### config.mk
export PLATFORM = sky130hd
export DESIGN_NAME = bmd_front
export DESIGN_NICKNAME = d
export VERILOG_FILES = /design/src/hdl/bmd_pkg.sv /design/src/hdl/bmd_front.sv
export SDC_FILE = /design/constraint.sdc
export NUM_CORES = 2
export LEC_CHECK = 0
export ABC_CLOCK_PERIOD_IN_PS = 20200
export BUFFER_PORTS_ARGS = -buffer_cell sky130_fd_sc_hd__buf_2
export CORE_MARGIN = 2
export CORE_UTILIZATION = 43
export CTS_CLUSTER_SIZE = 30
export DETAILED_ROUTE_END_ITERATION = 12
export PLACE_DENSITY_LB_ADDON = 0.25
export RECOVER_POWER = 50
export SYNTH_ARGS = -nofsm -noshare
export SYNTH_HDL_FRONTEND = slang
export SYNTH_SLANG_ARGS = --single-unit
### constraint.sdc
create_clock -name clock -period 20.2 [get_ports clock]
set_input_delay 4.04 -clock clock [delete_from_list [all_inputs] [get_ports clock]]
set_output_delay 4.04 -clock clock [all_outputs]
set_load 0.005 [all_outputs]
### src/hdl/bmd_pkg.sv
// Shared types, widths and the per-bit lane update for the box motion direction block.
// No dependencies; used by bmd_front, bmd_cell and box_motion_direction_top.
package bmd_pkg;

   localparam int CW  = 20;   // coordinate width, Q16.4
   localparam int DW  = 22;   // doubled center displacement
   localparam int MW  = 22;   // displacement magnitude
   localparam int SW  = 44;   // squared length
   localparam int QW  = 62;   // u * S, signed
   localparam int RW  = 78;   // residual T - u^2 * S, signed
   localparam int KW  = 15;   // rounded magnitude bits
   localparam int OW  = 16;   // Q1.14 output
   localparam int TSH = 30;   // T = mag^2 << 30
   localparam logic [KW-1:0] ONE_Q14 = KW'(16384);
   // front stages (3) + cells + output register
   localparam int PIPE_DEPTH = 3 + KW + 1;

   typedef struct packed {
      logic signed [RW-1:0] r;
      logic signed [QW-1:0] q;
      logic [KW-1:0]        k;
      logic                 neg;
   } lane_type;

   typedef struct packed {
      logic          valid;
      logic          zero;
      logic [SW-1:0] s;
      lane_type      y;
      lane_type      x;
   } word_type;

   // Try setting bit b of k: u grows by 2^(b+1), so
   // u'^2 S = u^2 S + (uS << (b+2)) + (S << (2b+2)).
   function automatic lane_type lane_step(lane_type l, logic [SW-1:0] s, logic [3:0] b);
      lane_type             o;
      logic signed [RW-1:0] s_r;
      logic signed [RW-1:0] q_r;
      logic signed [RW-1:0] cand;
      logic [4:0]           sh1;
      logic [5:0]           sh2;
      o    = l;
      s_r  = $signed({{(RW-SW){1'b0}}, s});
      q_r  = $signed({{(RW-QW){l.q[QW-1]}}, l.q});
      sh1  = {1'b0, b} + 5'd2;
      sh2  = {1'b0, b, 1'b0} + 6'd2;
      cand = l.r - (q_r <<< sh1) - (s_r <<< sh2);
      if (!cand[RW-1]) begin
         o.r = cand;
         o.q = l.q + $signed({{(QW-SW){1'b0}}, s} << ({1'b0, b} + 5'd1));
         o.k = l.k | (KW'(1) << b);
      end
      return o;
   endfunction

endpackage

### src/hdl/bmd_front.sv
// Front end: box centers, displacement, squares and the start values of the search.
// Depends on bmd_pkg.
module bmd_front (
   input  logic                            clock,
   input  logic                            reset,
   input  logic                            take,
   input  logic signed [bmd_pkg::CW-1:0]   prev_left,
   input  logic signed [bmd_pkg::CW-1:0]   prev_top,
   input  logic signed [bmd_pkg::CW-1:0]   prev_right,
   input  logic signed [bmd_pkg::CW-1:0]   prev_bottom,
   input  logic signed [bmd_pkg::CW-1:0]   cur_left,
   input  logic signed [bmd_pkg::CW-1:0]   cur_top,
   input  logic signed [bmd_pkg::CW-1:0]   cur_right,
   input  logic signed [bmd_pkg::CW-1:0]   cur_bottom,
   output bmd_pkg::word_type               word_out
);
   import bmd_pkg::*;

   logic                 v1_ff, v2_ff, v3_ff;
   logic signed [DW-1:0] dy_ff, dx_ff;
   logic signed [DW-1:0] dy_in, dx_in;
   logic [MW-1:0]        ay, ax;
   logic [SW-1:0]        sy_ff, sx_ff;
   logic                 ny_ff, nx_ff;
   logic [SW-1:0]        s;
   word_type             word_ff, word_in;

   always_comb begin
      dy_in = (DW'(cur_top) + DW'(cur_bottom)) - (DW'(prev_top) + DW'(prev_bottom));
      dx_in = (DW'(cur_left) + DW'(cur_right)) - (DW'(prev_left) + DW'(prev_right));
      ay    = dy_ff[DW-1] ? MW'(-dy_ff) : MW'(dy_ff);
      ax    = dx_ff[DW-1] ? MW'(-dx_ff) : MW'(dx_ff);
   end

   always_comb begin
      s               = sy_ff + sx_ff;
      word_in.valid   = v2_ff;
      word_in.zero    = (s == '0);
      word_in.s       = s;
      word_in.y.k     = '0;
      word_in.y.neg   = ny_ff;
      word_in.y.q     = -$signed({{(QW-SW){1'b0}}, s});
      word_in.y.r     = $signed({{(RW-SW-TSH){1'b0}}, sy_ff, {TSH{1'b0}}})
                        - $signed({{(RW-SW){1'b0}}, s});
      word_in.x.k     = '0;
      word_in.x.neg   = nx_ff;
      word_in.x.q     = word_in.y.q;
      word_in.x.r     = $signed({{(RW-SW-TSH){1'b0}}, sx_ff, {TSH{1'b0}}})
                        - $signed({{(RW-SW){1'b0}}, s});
   end

   always_ff @(posedge clock) begin
      if (reset) begin
         v1_ff         <= 1'b0;
         v2_ff         <= 1'b0;
         word_ff.valid <= 1'b0;
      end else begin
         v1_ff   <= take;
         v2_ff   <= v1_ff;
         word_ff <= word_in;
      end
      dy_ff <= dy_in;
      dx_ff <= dx_in;
      sy_ff <= SW'(ay) * SW'(ay);
      sx_ff <= SW'(ax) * SW'(ax);
      ny_ff <= dy_ff[DW-1];
      nx_ff <= dx_ff[DW-1];
   end

   assign v3_ff    = word_ff.valid;
   assign word_out = word_ff;

`ifndef SYNTHESIS
   a_valid_chain: assert property (@(posedge clock) disable iff (reset)
      v3_ff |-> $past(take, 3))
      else $error("front valid without a taken word");
   a_zero_len: assert property (@(posedge clock) disable iff (reset)
      (v2_ff && sy_ff == '0 && sx_ff == '0) |=> word_ff.zero)
      else $error("zero length not flagged");
   a_start_k: assert property (@(posedge clock) disable iff (reset)
      v3_ff |-> (word_ff.y.k == '0 && word_ff.x.k == '0))
      else $error("search does not start at zero");
`endif

endmodule

# Word-level counts from Yosys, hierarchy flattened
# Cells that the tools add are included.
[word_totals]
reg_bits = 402
wordCells = 33
out_inout_bits = 358
[op_classes]
add_sub_neg = 12
muxes = 2
multipliers = 2
n_reduce_logical = 1
[ops]
columns = ["cell", "count"]
rows = [
  ["74-bit by 44-bit subtractor with 75-bit output", 2],
  ["22-bit by 22-bit multiplier with 44-bit output", 2],
  ["20-bit by 20-bit adder with 21-bit output", 4],
  ["44-bit negator with 62-bit output", 1],
  ["44-bit adder", 1],
  ["44-bit logical NOT", 1],
  ["22-bit 2-to-1 mux", 2],
  ["22-bit negator", 2],
  ["21-bit by 21-bit subtractor with 22-bit output", 2],
]

# Longest topological paths before layout
[depth]
ltp_word = 3
ltp_mapped = 41

# Least setup slack after synthesis
# OpenSTA, ideal clock, no wires.
[synth_path]
path_type = "reg2reg"
startpoint = "register dy_ff[0]"
endpoint = "register sy_ff[40]"
stages_incl_launch_ff = 40
t_required_ns = 20.062
path_slack_ns = 10.591
arrival_ns = 9.471
cell_sequence = "dfxtp_1 clkbuf_1 inv_1 clkbuf_1 ha_1 nand2_1 or2_2 clkbuf_1 nand2b_1 or3_1 and2_1 xnor2_1 inv_1 clkbuf_1 nand2_1 fa_1 inv_1 fa_1 (+4 left out) fa_1 fa_1 inv_1 fa_1 inv_1 ha_1 a21o_1 a21o_1 a221oi_1 and4b_1 nor3_1 a2111oi_0 o21ai_0 a21oi_1 o2111ai_1 and3_1 a31oi_1 o2111ai_1"
[synth_between]
elab_chain_len = 3
[synth_lines]
columns = ["element", "line_no", "text"]
rows = [
  ["from (decl)", "bmd_front.sv:20", "logic signed [DW-1:0] dy_ff, dx_ff;"],
  ["from (signal assigned)", "bmd_front.sv:62", "dy_ff <= dy_in;"],
  ["22-bit negator", "bmd_front.sv:31", "ay = dy_ff[DW-1] ? MW'(-dy_ff) : MW'(dy_ff);"],
  ["22-bit 2-to-1 mux *", "bmd_front.sv:31", ""],
  ["22-bit by 22-bit multiplier with 44-bit output *", "bmd_front.sv:64", "sy_ff <= SW'(ay) * SW'(ay);"],
  ["to (signal assigned)", "bmd_front.sv:64", ""],
  ["to (decl)", "bmd_front.sv:23", "logic [SW-1:0] sy_ff, sx_ff;"],
]
# Mark *: on every way between the ends. The rest lies on a longest branch, timed or not.
# A chain may end at the register's enable or synchronous reset.

# Worst setup path after layout
# Same ends and word-level chain as after synthesis.

==> results.cfg <==
[outcome]
status = complete, but fails checks
violations = capacitance limit, slew limit

[clock_tree]
cts_sinks = 333
h-tree-depth = 2
holdBufCountCts = 0
cts_buffer_depth = 3
cts_resized = 0
clk_pin_slew_ps = 60
cts_setup_buffers = 0
clockRootBuffer = clkbuf_16
cts_tree = done
cts_buffers = 42
insertion_delay_ps = 610

[logic_synthesis]
postSynthAreaPerCell_um2 = 9.62
syn_area_um2 = 47100
synth_edf_count = 198
synthTopCellsByCount = inv_1 (1042), fa_1 (776), ha_1 (432)
synthSimpleGateAreaFrac_pct = 11.5
synth_area_leader_cell = fa_1
ys_seq_elements = 333
muxShareOfSynthArea_pct = 0.0451
synth_top_area_share_pct = 32.9
ys_seq_area_share_pct = 18.3
synth-main-ff-cell = edfxtp_1
async_reset_ff_share_pct = 0
synth_top_family_by_area = adder cells
synth_most_common_cell = inv_1
synth_compound_area_share_pct = 7.82
syn_inst = 4902
synthAdderAreaFrac_pct = 44.4
synth.area.top_cells = fa_1 (33%), edfxtp_1 (13%), ha_1 (11%)
synth_xor_area_share_pct = 6.07
yosys_warnings = 0
synth_cell_types = 100

[setup_path]
cpLargestDelayFamily = adder cells
crit_required_ps = 20660
worstPathArrival_ps = 11720
rr_worst_depth = 33
slowest_delay_ps = 820
cp-end-kind = flop
slowest_stage = xnor2_1
cp_num_cells = 33
crit_path_start_kind = flop
crit_fanout = 16
critPathBufInv = 7
crit_type = reg -> reg

[sta]
drv_slew = 147
fin_setup_tns_ps = 0
finalCritPeriodShare_pct = 55.8
fmax_ghz = 0.0888
relSlewSlack_pct = -296
whs_ps = 413
hold_violations = 0
setup_viol = 0
worst_pin_slew_ps = 5910
timing.final.crit_period_ps = 11260
rsz0062_at_grt = no
finClkSkew_ps = 33.6

[job]
maxCapViolations = 3

[final_layout]
fillers = 10500
ff_latch_area_um2 = 8650
nNetsFinal = 6661
layoutNonFillerInstCount = 6742
drive_gt1_share_pct = 10.3
multi_input_area_um2 = 33200
area_growth_pct = 9.50

[place]
portBuffers = 490
dp_hpwl_um = 112000
numPlacedInstances = 6660
gp_congestion = 0.949

[detailed_routing]
drt_iter0_markers = 2156
vias_per_cell = 5.11
drt-wirelength-per-cell_um = 19.8
ant_nets = 0
wl_um = 133000
first_pass_iters = 7
drc_errors = 0
vias = 34500

[floorplan]
dieArea_um2 = 112000
die_x_um = 335
die_y_um = 335
rows = 121
core_um2 = 109000
io_pins = 521
start_util_pct = 43.3

[hold_path]
hp-class = reg -> reg
hold_depth = 0

[global_route]
antenna_found_initial = 10
grt_max_degree = 129
grt_pass1_vias = 35800
overflow = 0
grt.total_usage_pct = 24.2
grt_pass1_wl_um = 207000
cell families after synthesis:
family | count (synthesis)
compound gates | 551
xor+xnor | 327
fa+ha+maj | 1209
buf+inv | 1313
flops | 333
mux | 2
other cells | 2
simple gates | 1165
worst reg2reg max path, delay by kind of cell, from the launching register on:
family                   cells  cell delay (ps)
AND/OR/NAND/NOR              7             2010
AO/OA/AOI/OAI               10             2420
XOR/XNOR                     1              820
flip-flops                   1              450
adder cells (fa/ha/maj)      8             3930
buffers and inverters        7             1480
path summary, 6_finish.rpt:
| check | startpoint | slack [ps] | to |
|---|---|---|---|
| min | ny_ff | 410 | word_out[156] |
| max | dy_ff[0] | 8940 | sy_ff[40] |
| min reg2reg | ny_ff | 410 | word_out[156] |
| max reg2reg | dy_ff[0] | 8940 | sy_ff[40] |
stage by stage:
stage,util [%],area (um^2),worst slack [ps]
floorplan,-,47400,10590
global placement,46.4,50500,9490
detailed placement,46.4,50500,9110
CTS,47.7,51900,9080
global route,47.4,51600,8280
finish,47.4,51600,8940
layout by cell type (no fill, tap or decap), types with 23 or more instances in the layout:
cell / Yosys / final
xor2_1: 115 / 114
inv_1: 1042 / 1041
a21oi_1: 155 / 158
ha_1: 432 / 432
dfxtp_1: 135 / 135
edfxtp_1: 198 / 198
nor4_1: 29 / 30
conb_1: 2 / 64
a31oi_1: 23 / 23
nand4_1: 26 / 27
nor2_1: 342 / 342
nand3_1: 71 / 71
and3_1: 23 / 23
clkbuf_1: 76 / 114
nor3_1: 81 / 81
nand2_1: 401 / 401
buf_4: 160 / 38
o21ai_0: 93 / 98
nand2b_1: 37 / 37
clkbuf_16: 0 / 43
and2_1: 30 / 24
o21a_1: 27 / 27
xnor2_1: 212 / 202
or3_1: 24 / 24
buf_2: 12 / 393
a21o_1: 82 / 82
fa_1: 776 / 776
or4_1: 29 / 30
flip-flops by register name, indices dropped and copies added (netlist names):
| name | count |
|---|---|
| dx_ff | 22 |
| dy_ff | 22 |
| nx_ff | 1 |
| ny_ff | 1 |
| sx_ff | 43 |
| sy_ff | 43 |
| v1_ff | 1 |
| v2_ff | 1 |
| v3_ff | 1 |
| word_out | 198 |
cell type report:
type	instances	share of cell area, %
Multi-Input combinational cell	3318	64.2
Sequential cell	333	16.8
Inverter	1057	7.69
Timing Repair Buffer	538	5.14
Tap cell	1414	3.43
Clock buffer	55	2.25
Clock inverter	22	0.473
Antenna cell	5	0.0242
layer usage:
| metal | global-route usage (%) | vias up | share of wire (%) |
|---|---|---|---|
| li1 | - | 16100 | - |
| met2 | 39.2 | 1193 | 46 |
| met3 | 4.13 | 211 | 6.7 |
| met4 | 7.79 | 8 | 3.5 |
| met1 | 32.9 | 17000 | 44 |
| met5 | 0 | - | 0.043 |
Power is left out: the tool's default activity adds up to more than one toggle a clock period on the data nets, which glitch-free logic cannot reach.
